## src/b64sd_pkg.sv

```systemverilog
// b64sd_pkg: types, constants and character classification for the base64 stream decoder
// no dependencies; imported by every module of the decoder
`default_nettype none
package b64sd_pkg;

    localparam int QUEUE_DEPTH = 4;
    localparam int QPTR_W      = 2;
    localparam int QCNT_W      = 3;
    localparam int BYTE_COUNT_W = 16;

    localparam logic [7:0] CHAR_CR  = 8'h0D;
    localparam logic [7:0] CHAR_LF  = 8'h0A;
    localparam logic [7:0] CHAR_EQ  = 8'h3D;
    localparam logic [7:0] CHAR_PLUS  = 8'h2B;
    localparam logic [7:0] CHAR_SLASH = 8'h2F;
    localparam logic [7:0] CHAR_UA  = 8'h41;
    localparam logic [7:0] CHAR_UZ  = 8'h5A;
    localparam logic [7:0] CHAR_LA  = 8'h61;
    localparam logic [7:0] CHAR_LZ  = 8'h7A;
    localparam logic [7:0] CHAR_D0  = 8'h30;
    localparam logic [7:0] CHAR_D9  = 8'h39;

    localparam logic [5:0] SEXTET_LOWER = 6'd26;
    localparam logic [5:0] SEXTET_DIGIT = 6'd52;
    localparam logic [5:0] SEXTET_PLUS  = 6'd62;
    localparam logic [5:0] SEXTET_SLASH = 6'd63;

    typedef enum logic [1:0] {
        KIND_SEXTET,
        KIND_SKIP,
        KIND_PAD,
        KIND_OTHER
    } t_kind;

    typedef struct packed {
        t_kind      kind;
        logic [5:0] val;
    } t_class;

    // one queued transaction group: up to three bytes plus end-of-text info
    typedef struct packed {
        logic [2:0][7:0]           bytes;
        logic [1:0]                nb;
        logic                      eot;
        logic [BYTE_COUNT_W-1:0]   count;
    } t_job;

    function automatic t_class classify(input logic [7:0] ch);
        t_class c;
        c.kind = KIND_OTHER;
        c.val  = 6'd0;
        case (ch) inside
            [CHAR_UA:CHAR_UZ]: begin
                c.kind = KIND_SEXTET;
                c.val  = 6'(ch - CHAR_UA);
            end
            [CHAR_LA:CHAR_LZ]: begin
                c.kind = KIND_SEXTET;
                c.val  = SEXTET_LOWER + 6'(ch - CHAR_LA);
            end
            [CHAR_D0:CHAR_D9]: begin
                c.kind = KIND_SEXTET;
                c.val  = SEXTET_DIGIT + 6'(ch - CHAR_D0);
            end
            CHAR_PLUS: begin
                c.kind = KIND_SEXTET;
                c.val  = SEXTET_PLUS;
            end
            CHAR_SLASH: begin
                c.kind = KIND_SEXTET;
                c.val  = SEXTET_SLASH;
            end
            CHAR_CR, CHAR_LF: begin
                c.kind = KIND_SKIP;
            end
            CHAR_EQ: begin
                c.kind = KIND_PAD;
            end
            default: begin
                c.kind = KIND_OTHER;
            end
        endcase
        return c;
    endfunction

endpackage
`default_nettype wire

```

## src/base64_stream_decoder_core.sv

```systemverilog
// base64_stream_decoder_core: top level of the streaming base64 decoder
// depends on b64sd_pkg, b64sd_front, b64sd_queue and b64sd_back
//
// Takes one text character per cycle while full is low and gives one result per cycle while
// pop is held. The front end classifies each character and updates the group state in the
// cycle it is accepted, so a new character can enter every cycle; each character turns into
// at most one job (up to three bytes, or an end-of-text marker) in a four-entry job queue.
// The back end hands out one result per pop, so a full group of four characters needs three
// results and the stream sustains one character per cycle. full rises only when the job queue
// fills while results are not popped; each result is registered in the queue and back end.
`default_nettype none
module base64_stream_decoder_core #(
    parameter int COUNT_BITS = 16
) (
    input  wire logic        i_clk,
    input  wire logic        i_rst_n,
    input  wire logic        push,
    output logic             full,
    input  wire logic [7:0]  i_text_char,
    input  wire logic        i_end_of_text,
    output logic             empty,
    input  wire logic        pop,
    output logic [7:0]       o_data_byte,
    output logic             o_byte_valid,
    output logic             o_run_last,
    output logic             o_text_done,
    output logic [15:0]      o_byte_count
);
    import b64sd_pkg::*;

    t_job front_job;
    t_job queue_job;
    logic front_push;
    logic queue_full;
    logic queue_empty;
    logic queue_pop;
    logic accept;

    assign full   = queue_full;
    assign accept = push && !queue_full;

    b64sd_front #(
        .COUNT_BITS (COUNT_BITS)
    ) u_front (
        .i_clk         (i_clk),
        .i_rst_n       (i_rst_n),
        .i_accept      (accept),
        .i_text_char   (i_text_char),
        .i_end_of_text (i_end_of_text),
        .o_job         (front_job),
        .o_job_push    (front_push)
    );

    b64sd_queue u_queue (
        .i_clk   (i_clk),
        .i_rst_n (i_rst_n),
        .i_push  (front_push),
        .i_job   (front_job),
        .o_full  (queue_full),
        .i_pop   (queue_pop),
        .o_job   (queue_job),
        .o_empty (queue_empty)
    );

    b64sd_back u_back (
        .i_clk        (i_clk),
        .i_rst_n      (i_rst_n),
        .i_job        (queue_job),
        .i_job_empty  (queue_empty),
        .o_job_pop    (queue_pop),
        .i_pop        (pop),
        .o_empty      (empty),
        .o_data_byte  (o_data_byte),
        .o_byte_valid (o_byte_valid),
        .o_run_last   (o_run_last),
        .o_text_done  (o_text_done),
        .o_byte_count (o_byte_count)
    );

    a_done_is_last: assert property (@(posedge i_clk) disable iff (!i_rst_n)
        (!empty && o_text_done) |-> o_run_last)
        else $error("text done on a result that is not last");

    a_invalid_is_done: assert property (@(posedge i_clk) disable iff (!i_rst_n)
        (!empty && !o_byte_valid) |-> (o_text_done && o_data_byte == 8'd0))
        else $error("empty result outside end of text");

    a_push_lands: assert property (@(posedge i_clk) disable iff (!i_rst_n)
        front_push |-> !queue_full)
        else $error("job lost at full queue");

endmodule
`default_nettype wire

```

## src/b64sd_front.sv

```systemverilog
// b64sd_front: accepts characters, classifies them and keeps the group state
// depends on b64sd_pkg; produces jobs for b64sd_queue
`default_nettype none
module b64sd_front #(
    parameter int COUNT_BITS = 16
) (
    input  wire logic            i_clk,
    input  wire logic            i_rst_n,
    input  wire logic            i_accept,
    input  wire logic [7:0]      i_text_char,
    input  wire logic            i_end_of_text,
    output b64sd_pkg::t_job      o_job,
    output logic                 o_job_push
);
    import b64sd_pkg::*;

    localparam int CNT_W = (COUNT_BITS < BYTE_COUNT_W) ? COUNT_BITS : BYTE_COUNT_W;

    logic [23:0]      r_acc,   n_acc;
    logic [1:0]       r_fill,  n_fill;
    logic [5:0]       r_prev,  n_prev;
    logic             r_pad,   n_pad;
    logic [CNT_W-1:0] r_count, n_count;

    t_class           cls;
    logic [5:0]       sextet;
    logic [23:0]      acc_shift;
    logic [2:0][7:0]  bytes;
    logic [1:0]       nb;
    logic [CNT_W+1:0] sum;

    always_comb begin
        cls       = classify(i_text_char);
        sextet    = (cls.kind == KIND_OTHER) ? r_prev : cls.val;
        acc_shift = {r_acc[17:0], sextet};
        n_acc     = r_acc;
        n_fill    = r_fill;
        n_prev    = r_prev;
        n_pad     = r_pad;
        bytes     = '0;
        nb        = 2'd0;
        if (!r_pad) begin
            case (cls.kind)
                KIND_SEXTET, KIND_OTHER: begin
                    n_prev = sextet;
                    if (r_fill == 2'd3) begin
                        bytes[0] = acc_shift[23:16];
                        bytes[1] = acc_shift[15:8];
                        bytes[2] = acc_shift[7:0];
                        nb       = 2'd3;
                        n_acc    = '0;
                        n_fill   = 2'd0;
                    end else begin
                        n_acc  = acc_shift;
                        n_fill = r_fill + 2'd1;
                    end
                end
                KIND_PAD: begin
                    if (r_fill == 2'd3) begin
                        bytes[0] = r_acc[17:10];
                        bytes[1] = r_acc[9:2];
                        nb       = 2'd2;
                    end else if (r_fill == 2'd2) begin
                        bytes[0] = r_acc[11:4];
                        nb       = 2'd1;
                    end
                    n_pad = 1'b1;
                end
                default: begin
                end
            endcase
        end

        // saturating byte count
        sum = {2'b00, r_count} + (CNT_W + 2)'(nb);
        if (sum[CNT_W+1:CNT_W] != 2'b00) begin
            n_count = '1;
        end else begin
            n_count = sum[CNT_W-1:0];
        end

        o_job.bytes = bytes;
        o_job.nb    = nb;
        o_job.eot   = i_end_of_text;
        o_job.count = BYTE_COUNT_W'(n_count);
        o_job_push  = i_accept && ((nb != 2'd0) || i_end_of_text);
    end

    always_ff @(posedge i_clk) begin
        if (!i_rst_n) begin
            r_acc   <= '0;
            r_fill  <= '0;
            r_prev  <= '0;
            r_pad   <= 1'b0;
            r_count <= '0;
        end else if (i_accept) begin
            if (i_end_of_text) begin
                r_acc   <= '0;
                r_fill  <= '0;
                r_prev  <= '0;
                r_pad   <= 1'b0;
                r_count <= '0;
            end else begin
                r_acc   <= n_acc;
                r_fill  <= n_fill;
                r_prev  <= n_prev;
                r_pad   <= n_pad;
                r_count <= n_count;
            end
        end
    end

    a_eot_clears: assert property (@(posedge i_clk) disable iff (!i_rst_n)
        (i_accept && i_end_of_text) |=> (r_fill == 2'd0 && !r_pad && r_count == '0))
        else $error("state not cleared after end of text");

    a_full_group_bytes: assert property (@(posedge i_clk) disable iff (!i_rst_n)
        (o_job.nb == 2'd3) |-> (r_fill == 2'd3 && !r_pad))
        else $error("three bytes without a full group");

    a_pad_holds: assert property (@(posedge i_clk) disable iff (!i_rst_n)
        (r_pad && !(i_accept && i_end_of_text)) |=> (r_pad && $stable(r_fill)))
        else $error("state changed after pad");

endmodule
`default_nettype wire

```

## src/b64sd_queue.sv

```systemverilog
// b64sd_queue: small job queue between the front and back ends
// depends on b64sd_pkg
`default_nettype none
module b64sd_queue (
    input  wire logic            i_clk,
    input  wire logic            i_rst_n,
    input  wire logic            i_push,
    input  b64sd_pkg::t_job      i_job,
    output logic                 o_full,
    input  wire logic            i_pop,
    output b64sd_pkg::t_job      o_job,
    output logic                 o_empty
);
    import b64sd_pkg::*;

    t_job              r_mem [QUEUE_DEPTH];
    logic [QPTR_W-1:0] r_wp;
    logic [QPTR_W-1:0] r_rp;
    logic [QCNT_W-1:0] r_cnt;
    logic              do_push;
    logic              do_pop;

    assign o_full  = (r_cnt == QCNT_W'(QUEUE_DEPTH));
    assign o_empty = (r_cnt == '0);
    assign o_job   = r_mem[r_rp];
    assign do_push = i_push && !o_full;
    assign do_pop  = i_pop && !o_empty;

    always_ff @(posedge i_clk) begin
        if (do_push) begin
            r_mem[r_wp] <= i_job;
        end
    end

    always_ff @(posedge i_clk) begin
        if (!i_rst_n) begin
            r_wp  <= '0;
            r_rp  <= '0;
            r_cnt <= '0;
        end else begin
            if (do_push) begin
                r_wp <= (r_wp == QPTR_W'(QUEUE_DEPTH - 1)) ? '0 : r_wp + 1'b1;
            end
            if (do_pop) begin
                r_rp <= (r_rp == QPTR_W'(QUEUE_DEPTH - 1)) ? '0 : r_rp + 1'b1;
            end
            case ({do_push, do_pop})
                2'b10:   r_cnt <= r_cnt + 1'b1;
                2'b01:   r_cnt <= r_cnt - 1'b1;
                default: r_cnt <= r_cnt;
            endcase
        end
    end

    a_cnt_bound: assert property (@(posedge i_clk) disable iff (!i_rst_n)
        r_cnt <= QCNT_W'(QUEUE_DEPTH))
        else $error("queue count out of range");

    a_no_overflow: assert property (@(posedge i_clk) disable iff (!i_rst_n)
        o_full |-> !i_push)
        else $error("push into full queue");

    a_ptr_gap: assert property (@(posedge i_clk) disable iff (!i_rst_n)
        (r_cnt == '0) |-> (r_wp == r_rp))
        else $error("pointers disagree with empty queue");

endmodule
`default_nettype wire

```

## src/b64sd_back.sv

```systemverilog
// b64sd_back: unpacks queued jobs into one result per transaction
// depends on b64sd_pkg; fed by b64sd_queue
`default_nettype none
module b64sd_back (
    input  wire logic            i_clk,
    input  wire logic            i_rst_n,
    input  b64sd_pkg::t_job      i_job,
    input  wire logic            i_job_empty,
    output logic                 o_job_pop,
    input  wire logic            i_pop,
    output logic                 o_empty,
    output logic [7:0]           o_data_byte,
    output logic                 o_byte_valid,
    output logic                 o_run_last,
    output logic                 o_text_done,
    output logic [15:0]          o_byte_count
);
    import b64sd_pkg::*;

    t_job       r_job;
    logic       r_valid;
    logic [1:0] r_idx;
    logic [1:0] last_idx;
    logic       is_last;
    logic       take;
    logic       load;

    always_comb begin
        last_idx     = (r_job.nb == 2'd0) ? 2'd0 : r_job.nb - 2'd1;
        is_last      = (r_idx == last_idx);
        take         = i_pop && r_valid;
        load         = (!r_valid || (take && is_last)) && !i_job_empty;
        o_job_pop    = load;
        o_empty      = !r_valid;
        o_byte_valid = (r_job.nb != 2'd0);
        o_data_byte  = o_byte_valid ? r_job.bytes[r_idx] : 8'd0;
        o_run_last   = is_last;
        o_text_done  = r_job.eot && is_last;
        o_byte_count = o_text_done ? r_job.count : 16'd0;
    end

    always_ff @(posedge i_clk) begin
        if (load) begin
            r_job <= i_job;
        end
    end

    always_ff @(posedge i_clk) begin
        if (!i_rst_n) begin
            r_valid <= 1'b0;
            r_idx   <= '0;
        end else if (load) begin
            r_valid <= 1'b1;
            r_idx   <= '0;
        end else if (take) begin
            if (is_last) begin
                r_valid <= 1'b0;
                r_idx   <= '0;
            end else begin
                r_idx <= r_idx + 2'd1;
            end
        end
    end

    a_idx_range: assert property (@(posedge i_clk) disable iff (!i_rst_n)
        r_valid |-> (r_idx <= last_idx))
        else $error("result index past job end");

    a_stall_holds: assert property (@(posedge i_clk) disable iff (!i_rst_n)
        (r_valid && !i_pop) |=> (r_valid && $stable(r_idx)))
        else $error("result moved without pop");

    a_load_only_free: assert property (@(posedge i_clk) disable iff (!i_rst_n)
        o_job_pop |-> (!r_valid || (take && is_last)))
        else $error("job loaded over a pending result");

endmodule
`default_nettype wire

```

## config.mk

```make
export PLATFORM = sky130hd
export DESIGN_NAME = base64_stream_decoder_core
export DESIGN_NICKNAME = d
export VERILOG_FILES = /design/src/b64sd_pkg.sv /design/src/base64_stream_decoder_core.sv /design/src/b64sd_front.sv /design/src/b64sd_queue.sv /design/src/b64sd_back.sv
export SDC_FILE = /design/constraint.sdc
export NUM_CORES = 1
export LEC_CHECK = 0
export BUFFER_PORTS_ARGS = -buffer_cell sky130_fd_sc_hd__buf_2
export CAP_MARGIN = 20
export CORE_MARGIN = 2
export CORE_UTILIZATION = 25
export CTS_BUF_LIST = sky130_fd_sc_hd__clkbuf_2 sky130_fd_sc_hd__clkbuf_4 sky130_fd_sc_hd__clkbuf_8
export CTS_CLUSTER_DIAMETER = 100
export CTS_CLUSTER_SIZE = 25
export DETAILED_ROUTE_END_ITERATION = 8
export GPL_TIMING_DRIVEN = 0
export PLACE_DENSITY = 0.51
export SLEW_MARGIN = 20
export SYNTH_ARGS = -nofsm -noshare
export SYNTH_HDL_FRONTEND = slang
export SYNTH_SLANG_ARGS = --single-unit
```

## constraint.sdc

```tcl
create_clock -name i_clk -period 7.86 [get_ports i_clk]
set_input_delay 1.572 -clock i_clk [delete_from_list [all_inputs] [get_ports i_clk]]
set_output_delay 1.572 -clock i_clk [all_outputs]
set_load 0.01 [all_outputs]
```

### Word-level counts from Yosys, hierarchy flattened

Memories as Yosys holds them, arrays and structs flattened. A register that Yosys moved wholly into a read port is not among the register bits.
Cells that the tools add are included.

* add/subtract/negate cells: 13
* magnitude comparators: 7
* equal/unequal tests: 16
* muxes and demuxes: 55
* bitwise operators: 1
* reduce and logical (&&, ||, !) cells: 31

Operators with widths (count)
* 18-bit 2-to-1 mux: 4
* 6-bit 2-to-1 mux: 9
* 16-bit 2-to-1 mux: 3
* 24-bit 2-to-1 mux: 2
* 8-bit 2-to-1 mux: 6
* 2-bit 2-to-1 mux: 17
* 16-bit one-hot mux with 2 select lines: 1
* 8-bit by 6-bit == test with 1-bit output, second input constant: 3
* 16-bit by 2-bit adder with 17-bit output: 1
* 8-bit binary-select mux with 2-bit select: 1
* 8-bit by 4-bit == test with 1-bit output, second input constant: 2
* 8-bit by 7-bit greater-or-equal comparator with 1-bit output, second input constant: 2
* 8-bit by 7-bit <= comparator with 1-bit output, second input constant: 2
* 2-bit == test, second input constant: 7
* 2-bit nonzero test: 7
* 6-bit subtractor, second input constant: 2
* 1-bit logical AND: 11
* 1-bit 2-to-1 mux: 10
* 2-bit by 1-bit adder with 2-bit output, second input constant: 4
* 8-bit by 6-bit greater-or-equal comparator with 1-bit output, second input constant: 1
* 8-bit by 6-bit <= comparator with 1-bit output, second input constant: 1
* 5-bit by 6-bit adder with 6-bit output, first input constant: 1
* 6-bit adder, first input constant: 1
* 3-bit one-hot mux with 2 select lines: 1
* other kinds (18): 24

* bits in registers: 53
* RAM bits: 172
* bits of input ports: 13
* output and inout port bits: 29
* word-level logic and storage cells: 134
* memories kept: 1

Memory list
* u_queue.r_mem: words 4, width 43, read ports 1, clocked after Yosys merged registers in 1, write ports 1, line b64sd_queue.sv:16 `t_job r_mem [QUEUE_DEPTH];`

### Longest topological paths before layout

Gate-level depths: netlist of the first run.

* depth after elaboration: 18
* mapped depth: 23
* depth with buffers taken out: 19

### By module

From an unflattened synthesis of the first run, not the netlist that was laid out.

* cells, all modules: 778
* area, all modules: 11554.8 sq um

By module, submodules not included
* b64sd_queue: instances 1, cells each 281, area an instance 6754.0 sq um, seq. area each 5345.1 sq um
* b64sd_front: instances 1, cells each 370, area an instance 2916.5 sq um, seq. area each 860.8 sq um
* b64sd_back: instances 1, cells each 126, area an instance 1870.5 sq um, seq. area each 1351.3 sq um
* base64_stream_decoder_core: instances 1, cells each 1, area an instance 13.8 sq um, seq. area each 0.0 sq um

### Least setup slack after synthesis of the first run

OpenSTA, ideal clock, no wires.

* kind: input-to-reg
* from: in i_text_char[2]
* to: mem u_queue.r_mem[0][6] (netlist bit) (data pin)
* setup time: 201 ps
* data arrival time: 5696 ps
* required time: 7659 ps
* path slack: 1963 ps
* stages on the path: 21
* path through: buf_6 > inv_1 > ha_1 > and2b_1 > a2bb2oi_2 > o21ai_1 > nor3_1 > o21ai_0 > ha_1 > nor2_1 > nor4b_4 > clkbuf_1 > inv_1 > fa_1 > and3b_1 > buf_6 > nand2_4 > or3_4 > buf_6 > buf_6 > o21ai_0

RTL lines
* from (decl): line base64_stream_decoder_core.sv:19 `input wire logic [7:0] i_text_char,`
* to (decl): line b64sd_queue.sv:16

==> results of run 1 <==
[logic make-up (layout without fill, tap and decap cells)]
logic type	Yosys count	count (layout)	synth area share (%)
adders and majority gates	25	25	2.853
other	0	1	0
muxes	56	56	9.582
buffers and inverters	62	132	2.461
and+or+nand+nor	221	221	10.25
DFF	268	268	65.42
xor gates and xnor gates	13	13	0.9909
AOI/OAI and AO/OA	136	136	8.449
[stage by stage]
step | cell area, µm² | power (W)
floorplan | 11490 | 0.002403
global placement | 12440 | 0.002733
detailed placement | 12620 | 0.002770
CTS | 12880 | 0.003393
global route | 12880 | 0.003516
finish | 12890 | 0.003332
[cell usage after synthesis (5+ instances only)]
master,instances
dfxtp_1,53
xnor2_1,8
mux2i_1,11
and2_1,33
a22oi_1,13
edfxtp_1,215
nand2_1,40
nand2b_1,8
a21oi_1,31
clkbuf_1,20
o31ai_1,5
nand3_1,13
nor2_1,71
a22o_1,12
buf_2,5
ha_1,23
nor2b_1,8
inv_1,25
nor3_1,9
mux4_2,43
o21ai_0,26
xor2_1,5
[layer usage]
| layer | track usage [%] | wire [µm] |
|---|---|---|
| met1 | 14.62 | 12010 |
| met2 | 17.78 | 12130 |
| met3 | 1.086 | 713 |
| met4 | 2.041 | 269 |
| met5 | 0 | 7 |
[worst register-to-register path: cells and delay by family, from the launching register on]
kind	cells	cell delay, ns
flip-flops	1	0.41
adder cells (fa/ha/maj)	2	0.67
AO/OA/AOI/OAI	1	0.17
AND/OR/NAND/NOR	4	1.25
buffers and inverters	6	1.44
[layout make-up]
class / instances / area share [%]
Antenna cell: 1 / 0.01942
Buffer: 36 / 1.437
Clock buffer: 22 / 2.010
Clock inverter: 2 / 0.07767
Inverter: 26 / 0.7573
Multi-Input combinational cell: 451 / 28.83
Sequential cell: 268 / 58.33
Tap cell: 600 / 5.825
Timing Repair Buffer: 46 / 2.718
[worst paths after layout]
path / start / to / cells after the start
max reg2reg: u_front.r_fill[0] / u_queue.r_mem[3][6] / 13
min reg2reg: u_front.r_prev[3] / u_front.r_prev[3] / 2
min: u_front.r_prev[3] / u_front.r_prev[3] / 2
max: i_text_char[2] / u_queue.r_mem[3][6] / 22
[where the power goes]
group	total (W)	leakage (nW)	switching [W]	internal [W]
combinational	0.000882	1.72	0.000528	0.000354
sequential	0.00182	2.52	0.0000651	0.00176
clock	0.000626	0.146	0.000411	0.000215
[sequential cells by signal (all words and copies together) (netlist names)]
signal	count
u_back.r_valid	1
u_front.r_fill	2
u_queue.r_mem	172
u_queue.r_wp	2
u_front.r_prev	6
u_queue.r_rp	2
u_back.r_idx	2
u_front.r_pad	1
u_back.r_job	43
u_queue.r_cnt	3
u_front.r_acc	18
u_front.r_count	16
==> impl_results.md, run 1 <==
- Die W: 218.4 µm
- Slowest stage delay, CP: 0.63 ns
- Final Setup Violations: 0
- # nets final: between 800 and 900
- Pre-CTS setup slack: roughly 0.64 ns
- Vias in the first global route: ~6500
- Via density: 4.503
- Setup repair bufs after CTS: 0
- CP Launch Type: input port
- Final period utilization: a little over four fifths
- Resize count post-CTS: 0
- Worst path arrival time: 6.93 ns
- Hold WS: 0.4896 ns
- Syn avg cell area: 14.71 µm²
- HP Class: flop to flop
- Core Util, Final: 28.40%
- Clk buf depth: 3
- Synth async-reset ratio: 0%
- Lkg Pwr: 4.384 nW
- CP max-delay cell: clkbuf_1
- Crit end category: flop
- Site Rows: between 70 and 80
- PwrDens: 258.5 nW/µm²
- Syn Nets: around 820
- Largest net degree at the start of global routing: 38
- Req. time, crit path: roughly 8.2 ns
- Synth cell types: 79
- Layout area overhead: 12.15%
- Top cell by count, worst path: buf_6
- WS Path Type: input port to flop
- Final Critical Period: about 6.6 ns
- Clk_skew: 0.02023 ns
- Core region area: 45380 µm²
- Dpl cells: 1427
- Yosys reg bits: 268
- Starting density of the core: 25.32%
- Reg area: 7517 µm²
- Footprint of the multi-input gates: approximately 3700 µm²
- CP bufs+invs: 8
- WL final: 25120 µm
- R2R setup slack: 3.70 ns
- DRT iter0 DRCs: around 330
- Slew Viols, Final: 0
- Congestion Overflow GR: 0
- Clock slew at reported path FFs: 0.14 ns
- DRC: 0
- Sequential-to-total area share from yosys stat: 65.42%
- Final Non-Filler Cells: about 1500
- Vias after detailed routing: 6539
- Most frequent cells in the layout: edfxtp_1 (215), nor2_1 (70), dfxtp_1 (53), buf_2 (45), mux4_2 (43)
- WL/cell: around 17 µm
- MaxCap Viol Count: 0
- Commonest non-fill, non-tap cell in the layout: edfxtp_1
- Slew HR: 45.05%
- CP top delay family: simple AND/OR/NAND/NOR gates
- Synth Cell Area: 11490 µm²
- Post-synth top area cell: edfxtp_1
- FMAX: 150.6 MHz
- Total Routing Usage GR: 10.51%
- Main flop type after synthesis: edfxtp_1
- Sink Count: between 200 and 300
- Initial antenna violation count: 1
- Number of synthesized flops with an enable pin: 215
- Die Ht: between 200 and 250 µm
- Synth top area cells: edfxtp_1 (56%), dfxtp_1 (9.2%), mux4_2 (8.4%)
- Die ar.: approximately 48000 µm²
- Ys Warns: 0
- Filler Cell Count: 4606
- ANT nets after route: 0
- RePlAce Congestion: about 0.8
- Min setup slack post-route: 1.218 ns
- Worst-path cell chain: buf_2, buf_6, inv_1, ha_1, a21oi_1, o211ai_2, nor2_2, nor3_1, o21ai_0, ha_1, nor2_1, nor4b_4, clkbuf_1, inv_1, fa_1, and3b_1, buf_6, nand2_4, or3_4, buf_6, buf_6, o21ai_0
- Hold Buf Count CTS: 0
- RSZ-0062 raised after global routing: false
- TritonCTS Buffers: 14
- Clock Tree Root: clkbuf_8
- Final TNS setup: 0 ns
- Slew @ Worst Pin: 0.8175 ns
- Clk_lat worst skew: 0.53 ns
- Synth Instances: 781
- H-tree Lvls: 1
- Crit path max fanout: 14
- # IOs: between 40 and 50
- Share of cells above drive strength 1: 18.57%
- Status: finished clean
- CTS tree: built
- Final hold violations: 0
- Post-detail-place hpwl: between 15000 and 20000 µm
- PortBufs: 40
- VDD IR max: 0.0001192 V
- First-pass GRT wire length: 38690 µm
- Drt pass-1 iters: 4
- Area share of the largest cell type after synthesis: 56.18%
(Power assumes the default switching activity.)
==> inputs of run 2 (changes only) <==
Clock period 7.86 ns to 6.3 ns, I/O delays scaled along.
==> impl_results.md, run 2 (same netlist as run 1, synthesis figures left out) <==
- CP bufs+invs: 8 (unchanged)
- Comb pwr share: 26.5% (about the same)
- Clk_skew: 0.01665 ns (-0.003578 ns)
- Design Power: 0.004158 W (+25%)
- Switch Pwr: 0.001254 W (+25%)
- Clock power frac: 18.8% (about the same)
- Top cell by count, worst path: buf_6
- # IOs: 42 (unchanged)
- Most frequent cells in the layout: edfxtp_1 (215), nor2_1 (70), dfxtp_1 (53), buf_2 (45), mux4_2 (43)
- CTS tree: built
- WL/cell: 17.32 µm (about the same)
- Crit path max fanout: 14 (unchanged)
- PortBufs: 40 (unchanged)
- Largest net degree at the start of global routing: 38 (unchanged)
- Clk_lat worst skew: 0.53 ns (about the same)
- Req. time, crit path: 6.59 ns (-1.56 ns)
- VDD IR max: 0.0001471 V (+23%)
- RSZ-0062 raised after global routing: false
- Lkg Pwr: 4.400 nW (+0.37%)
- Final Setup Violations: 0 (unchanged)
- Final hold violations: 0 (unchanged)
- Final TNS setup: 0 ns (unchanged)
- CP top delay family: simple AND/OR/NAND/NOR gates
- Worst-path cell chain: buf_2, buf_6, inv_1, ha_1, a21oi_1, o211ai_2, nor2_2, nor3_1, o21ai_0, ha_1, nor2_1, nor4b_4, clkbuf_2, inv_1, fa_1, and3b_1, buf_6, nand2_4, or3_4, buf_6, buf_6, o21ai_0
- Critical path origin: i_text_char[2]
- Commonest non-fill, non-tap cell in the layout: edfxtp_1
- Drt pass-1 iters: 5 (+1)
- Die Ht: 218.4 µm (unchanged)
- RR Startpoint: u_front.r_fill[0]
- Die W: 218.4 µm (unchanged)
- WS Path Type: input port to flop
- Status: finished clean
- CP max-delay cell: fa_1
- Sink Count: 268 (unchanged)
- Initial antenna violation count: 1 (unchanged)
- FMAX: 171.7 MHz
- Post-detail-place hpwl: 16930 µm (unchanged)
- Sw Share: 30.16% (about the same)
- Clock Tree Root: clkbuf_8
- Share of cells above drive strength 1: 18.99% (+0.43 points)
- PwrDens: 322.1 nW/µm² (+25%)
- # nets final: 883 (+0.23%)
- Site Rows: 78 (unchanged)
- Worst r2r path cells: 14 (+1)
- Slew HR: 42.68% (-2.4 points)
- Worst path arrival time: 6.11 ns (-0.82 ns)
- MaxCap Viol Count: 0 (unchanged)
- WL final: 25180 µm (+0.23%)
- Crit end category: flop
- Max reg flops: 172 (unchanged)
- Slowest stage delay, CP: 0.49 ns (-0.14 ns)
- CP Launch Type: input port
- ANT nets after route: 0 (unchanged)
- Worst Hold Depth: 2 (unchanged)
- Crit. path cell count: 22 (unchanged)
- Largest reg by FF count: u_queue.r_mem
- TritonCTS Buffers: 14 (unchanged)
- Sequential share of power: 54.7% (about the same)
- Internal power: 0.002904 W (+25%)
- Starting density of the core: 25.32% (unchanged)
- Layout area overhead: 12.34%
- Hold_sp: u_front.r_prev[0]
- First-pass GRT wire length: 38670 µm (about the same)
- Hold Buf Count CTS: 0 (unchanged)
- Clk buf depth: 3 (unchanged)
- Slew @ Worst Pin: 0.8527 ns (+0.03519 ns)
- Vias after detailed routing: 6573 (+0.52%)
- Die ar.: 47690 µm² (unchanged)
- HP Class: flop to flop
- Vias in the first global route: 6548 (+0.015%)
- Slew Viols, Final: 0 (unchanged)
- Via density: 4.521 (+0.38%)
- Biggest regs: u_queue.r_mem x172, u_back.r_job x43, u_front.r_acc x18
- DRC: 0 (unchanged)
- Clock slew at reported path FFs: 0.14 ns (about the same)
- RePlAce Congestion: 0.7922 (unchanged)
- Final period utilization: ~92%
- Final Critical Period: 5.824 ns
- Total Routing Usage GR: 10.51% (about the same)
- Congestion Overflow GR: 0 (unchanged)
- DRT iter0 DRCs: 314 (-3.7%)
- H-tree Lvls: 1 (unchanged)
- Core region area: 45380 µm² (unchanged)
[run 2: cell type report]
class / count / area (µm²)
Multi-Input combinational cell: 451 / 3720
Inverter: 26 / 97.59
Clock inverter: 2 / 10.01
Fill cell: 4604 / 32470
Timing Repair Buffer: 48 / 365.4
Antenna cell: 1 / 2.502
Clock buffer: 22 / 259.0
Sequential cell: 268 / 7517
Tap cell: 600 / 750.7
Buffer: 36 / 186.4
[run 2: routing by layer]
| metal | up-vias | GRT usage [%] | share of wire, % |
|---|---|---|---|
| met4 | 2 | 2.041 | 1.1 |
| met3 | 21 | 1.086 | 2.8 |
| met1 | 3355 | 14.61 | 48 |
| met5 | - | 0 | 0.028 |
| li1 | 3096 | - | - |
| met2 | 99 | 17.78 | 48 |
[run 2: timing repair]
action	in CTS	in global routing
resized for setup	1	1
endpoints found under the hold margin	0	0
endpoints found under the setup margin	4	33
setup buffers	0	2
pin swaps	0	1
[run 2: power by group through the flow]
stage	sequential (W)	combinational, W	clock (W)
global route	0.00230	0.00122	0.000866
global placement	0.00235	0.00106	0
CTS	0.00228	0.00114	0.000816
floorplan	0.00230	0.000700	0
finish	0.00228	0.00110	0.000780
detailed placement	0.00232	0.00114	0
[run 2: path summary, 6_finish.rpt]
check | endpoint | slack [ns]
hold / removal | u_front.r_prev[0] | 0.48
setup / recovery | u_queue.r_mem[3][6] | 0.48
setup reg to reg | u_queue.r_mem[3][6] | 2.67
hold reg to reg | u_front.r_prev[0] | 0.48
[run 2: worst min-delay path, stage by stage, from the launching register on]
cell and delay, ns:
dfxtp_1 0.34, nand2b_1 0.06, a21oi_1 0.05
[run 2: metrics by stage]
| step | utilization [%] | std cells | setup slack, ns | cell area, µm² | hold WS (ns) |
|---|---|---|---|---|---|
| after floorplan | - | 781 | 0.7151 | 11490 | 0.4451 |
| after global placement | 27.42 | 1421 | -0.8235 | 12440 | 0.4547 |
| after detailed placement | 27.80 | 1427 | -0.6032 | 12620 | 0.4643 |
| after CTS | 28.40 | 1451 | 0.1970 | 12890 | 0.4844 |
| after global routing | 28.44 | 1453 | 0.1839 | 12910 | 0.5081 |
| final | 28.44 | 1454 | 0.4760 | 12910 | 0.4842 |
